$ cat src/rtl/assert_macros.svh
// Shared assertion macros, clocked on clock and idle during reset.
`ifndef ASSERT_MACROS_SVH
`define ASSERT_MACROS_SVH

// Check that a condition holds at every edge.
`define MFBA_ALWAYS(name, cond, msg) \
   name: assert property (@(posedge clock) disable iff (reset) (cond)) else $error(msg);

// Check that a consequent holds whenever an antecedent holds.
`define MFBA_IMPLY(name, ante, cons, msg) \
   name: assert property (@(posedge clock) disable iff (reset) (ante) |-> (cons)) else $error(msg);

`endif

$ cat src/rtl/mfba_pkg.sv
package mfba_pkg;

   localparam int CAP_W  = 30;
   localparam int FLOW_W = 32;
   localparam int TOT_W  = 38;
   localparam int NODE_W = 6;
   localparam int CNT_W  = 7;

   localparam logic [CAP_W-1:0] CAP_LIMIT    = 30'd1061109566;
   localparam logic [CAP_W-1:0] START_BOTTLE = 30'h3f3f3f3f;

   localparam logic [1:0] OP_ADD     = 2'd0;
   localparam logic [1:0] OP_COMPUTE = 2'd1;
   localparam logic [1:0] OP_CLEAR   = 2'd2;

   localparam logic [1:0] REG_SOURCE = 2'd0;
   localparam logic [1:0] REG_SINK   = 2'd1;
   localparam logic [1:0] REG_COUNT  = 2'd2;

   typedef struct packed {
      logic [NODE_W-1:0] source_node;
      logic [NODE_W-1:0] sink_node;
      logic [CNT_W-1:0]  node_count;
   } csr_type;

endpackage

$ cat src/rtl/mfba_csr.sv
module mfba_csr (
   input  logic                clock,
   input  logic                reset,
   input  logic                csr_psel,
   input  logic                csr_penable,
   input  logic                csr_pwrite,
   input  logic [3:0]          csr_paddr,
   input  logic [31:0]         csr_pwdata,
   output logic [31:0]         csr_prdata,
   output logic                csr_pready,
   output mfba_pkg::csr_type   cfg
);

   mfba_pkg::csr_type cfg_ff;
   mfba_pkg::csr_type cfg_in;
   logic              wr_en;

   assign wr_en      = csr_psel & csr_penable & csr_pwrite;
   assign csr_pready = 1'b1;
   assign cfg        = cfg_ff;

   always_comb begin
      cfg_in = cfg_ff;
      if (wr_en) begin
         case (csr_paddr[3:2])
            mfba_pkg::REG_SOURCE: cfg_in.source_node = csr_pwdata[5:0];
            mfba_pkg::REG_SINK:   cfg_in.sink_node   = csr_pwdata[5:0];
            mfba_pkg::REG_COUNT:  cfg_in.node_count  = csr_pwdata[6:0];
            default:              cfg_in = cfg_ff;
         endcase
      end
   end

   always_comb begin
      case (csr_paddr[3:2])
         mfba_pkg::REG_SOURCE: csr_prdata = {26'd0, cfg_ff.source_node};
         mfba_pkg::REG_SINK:   csr_prdata = {26'd0, cfg_ff.sink_node};
         mfba_pkg::REG_COUNT:  csr_prdata = {25'd0, cfg_ff.node_count};
         default:              csr_prdata = 32'd0;
      endcase
   end

   always_ff @(posedge clock) begin
      if (reset) begin
         cfg_ff.source_node <= 6'd0;
         cfg_ff.sink_node   <= 6'd1;
         cfg_ff.node_count  <= 7'd64;
      end else begin
         cfg_ff <= cfg_in;
      end
   end

endmodule

$ cat config.mk
export PLATFORM = sky130hd
export DESIGN_NAME = mfba_csr
export DESIGN_NICKNAME = d
export VERILOG_FILES = /design/src/rtl/assert_macros.svh /design/src/rtl/mfba_pkg.sv /design/src/rtl/mfba_csr.sv
export SDC_FILE = /design/constraint.sdc
export NUM_CORES = 1
export LEC_CHECK = 0
export ABC_AREA = 0
export BUFFER_PORTS_ARGS = -buffer_cell sky130_fd_sc_hd__buf_2
export CORE_UTILIZATION = 38
export CTS_BUF_LIST = sky130_fd_sc_hd__clkbuf_16
export CTS_CLUSTER_SIZE = 30
export DETAILED_ROUTE_END_ITERATION = 10
export PLACE_DENSITY_LB_ADDON = 0.3
export SLEW_MARGIN = 30
export SYNTH_ARGS = -nofsm -noshare
export SYNTH_HDL_FRONTEND = slang
export SYNTH_SLANG_ARGS = --single-unit
$ cat constraint.sdc
create_clock -name clock -period 1.05 [get_ports clock]
set_input_delay 0.0525 -clock clock [delete_from_list [all_inputs] [get_ports clock]]
set_output_delay 0.0525 -clock clock [all_outputs]
set_load 0.005 [all_outputs]
==> impl_metrics.json <==
{
  "status": "finished with violations",
  "failed_checks": "design-rule violations",
  "synthTopCellsByArea": "dfxtp_1 33%, mux2i_1 22%, buf_4 18%",
  "routedWlPerCell_um": 11.5,
  "finalHoldViolCount": 0,
  "setup_violations": 0,
  "gp_congestion": 0.745,
  "synthesis.instances": 123,
  "synth_common_cells": "27 x buf_4, 25 x mux2i_1, 23 x nand2b_1, 19 x dfxtp_1",
  "rr_worst_depth": 2,
  "slew_violations": 0,
  "worst_slack_ns": 0.0532,
  "r2r_start": "cfg[13]$_SDFFE_PP0P_",
  "fillCellCount": 288,
  "die_w_um": 56.7,
  "multi_input_area_um2": 617,
  "fmax_ghz": 1.00,
  "largest_reg_flops": 19,
  "wl_mm": 2.26,
  "root_buffer": "clkbuf_16",
  "yosysTopAreaCell": "dfxtp_1",
  "ys.flop_type": "dfxtp_1",
  "avgSynthCellArea_um2": 9.24,
  "dr_total_vias": 882,
  "drv_cap": 0,
  "clk_pin_slew_worst_paths_ns": 0.05,
  "overflow": 0,
  "synth_edf_count": 0,
  "start_util": 0.405,
  "grt_pass1_vias": 785,
  "clock-skew-final_ns": 0,
  "ant_nets": 0,
  "drt_first_pass_iters": 7,
  "crit_type": "register to output port",
  "endpoint": "csr_prdata[4]",
  "leakage_nw": 0.737,
  "drc": 15,
  "regArea_um2": 384,
  "cts_made_buffers": 3,
  "area_growth_pct": 20.3,
  "grt_usage": 0.145,
  "ys_seq_area_frac": 0.335,
  "post-route-min-period_ns": 0.997,
  "worst_r2r_endpoint": "cfg[13]$_SDFFE_PP0P_",
  "critPathRequiredTime_ns": 1.00,
  "drt_iter0_drc": 28,
  "clk_path_buf_depth": 2,
  "clock_sinks": 19,
  "asyncSetResetFlopFracSynth": 0,
  "viasPerCell": 4.50,
  "hold_class": "input pin to register",
  "syn_area_um2": 1140,
  "cp-end-kind": "output port",
  "grt_pass1_wl_mm": 3.53,
  "cts_tree": "built",
  "power_density_nw_per_um2": 1230,
  "startpoint": "cfg[4]$_SDFFE_PP0P_",
  "nNetsFinal": 207,
  "core-area_um2": 2810,
  "finalCritPeriodShare": 0.949,
  "cts_setup_buffers": 0,
  "reg2reg_slack_ns": 0.40,
  "placed_area_um2": 1280,
  "die_y_um": 56.7,
  "crit_fanout": 3,
  "antenna_found_initial": 0,
  "dpl.hpwl_mm": 1.69,
  "synth_cell_types": 17,
  "htree_levels": 1,
  "design_area_um2": 1370,
  "rows": 19,
  "ys_seq_elements": 19,
  "max-vdd-ir-drop_uv": 916,
  "synth_warnings": 0,
  "post-synth-top-count-cell": "buf_4",
  "n_antenna_cell": 0,
  "crit_arrival_ns": 0.94,
  "pre_cts_slack_ns": -0.0771,
  "grt_max_degree": 28,
  "ios": 93,
  "port_buffers": 39,
  "synth_top_area_frac": 0.335,
  "design.die.area_um2": 3210,
  "drive_gt1_frac": 0.327,
  "startpoint_type": "register",
  "clkLatencyLatePin_ns": 0.25,
  "rsz0062_at_grt": "no"
}
[metrics by stage]
stage          setup TNS [ns]   util  hold WS (ns)  instances  total power (W)
3_5_place_dp           -0.344  0.457         0.326        192         0.000926
3_3_place_gp           -0.174  0.457         0.311        192         0.000922
5_1_grt                     0  0.487        0.0965        196          0.00176
4_1_cts                     0  0.485        0.0704        196          0.00170
2_1_floorplan               0      -         0.188        147         0.000922
6_report                    0  0.487        0.0710        196          0.00168
[where the power goes]
part | switching [W] | internal, W
clock | 0.000262 | 0.000506
combinational | 0.0000964 | 0.0000787
sequential | 0.00000655 | 0.000731
total | 0.000365 | 0.00132
[area by class of cell]
type,instances,share of cell area
clock buffers,3,0.0549
clock inverters,1,0.00275
multi-input cells,96,0.451
flip-flops and latches,19,0.281
well taps,31,0.0284
repair buffers,46,0.181
[logic make-up (layout without fill, tap and decap cells)]
| logic type | after synthesis | in the layout | synth area share |
|---|---|---|---|
| flops | 19 | 19 | 0.335 |
| buf+inv | 32 | 50 | 0.204 |
| other cells | 2 | 26 | 0.00661 |
| mux | 25 | 25 | 0.220 |
| simple gates | 39 | 39 | 0.208 |
| compound gates | 6 | 6 | 0.0264 |
[worst max-delay path: stages (launching register included)]
cell and delay (ns):
dfxtp_1 0.35, mux2i_1 0.08, o21ai_0 0.14, buf_2 0.13
[how the worst min path moves through the flow]
stage                     slack [ns]           from             endpoint  cells past startpoint
after floorplan                 0.19   csr_paddr[2]        csr_prdata[0]                      1
after global placement          0.31  csr_pwdata[6]  cfg[6]$_SDFFE_PP1P_                      3
after global routing             0.1  csr_pwdata[0]  cfg[7]$_SDFFE_PP1P_                      3
after CTS                       0.07  csr_pwdata[0]  cfg[7]$_SDFFE_PP1P_                      3
after detailed placement        0.33  csr_pwdata[0]  cfg[7]$_SDFFE_PP1P_                      3
final                           0.07  csr_pwdata[6]  cfg[6]$_SDFFE_PP1P_                      3
[metal layers]
metal	vias to the layer above	track usage	wire (um)
met5	-	0	0
met4	0	0.0857	36
met3	4	0.0276	164
met2	48	0.233	1070
met1	394	0.179	989
li1	436	-	-
[placed cells by master (no fill, tap or decap), types with 3 or more instances in the layout]
| master | Yosys | routed |
|---|---|---|
| buf_2 | 2 | 39 |
| conb_1 | 2 | 26 |
| mux2i_1 | 25 | 25 |
| nand2b_1 | 23 | 23 |
| dfxtp_1 | 19 | 16 |
| buf_4 | 27 | 7 |
| nand2_1 | 6 | 6 |
| nor2_1 | 4 | 4 |
| o21ai_1 | 0 | 3 |
| o21ai_0 | 6 | 3 |
| dfxtp_2 | 0 | 3 |
| clkbuf_16 | 0 | 3 |
[what timing repair did]
action                     in CTS  in global routing
hold buffers                    0                  0
resized for setup               1                  6
setup endpoints to repair       1                  3
pin swaps                       0                  0
Note: power is estimated with default switching activity, not from simulation.
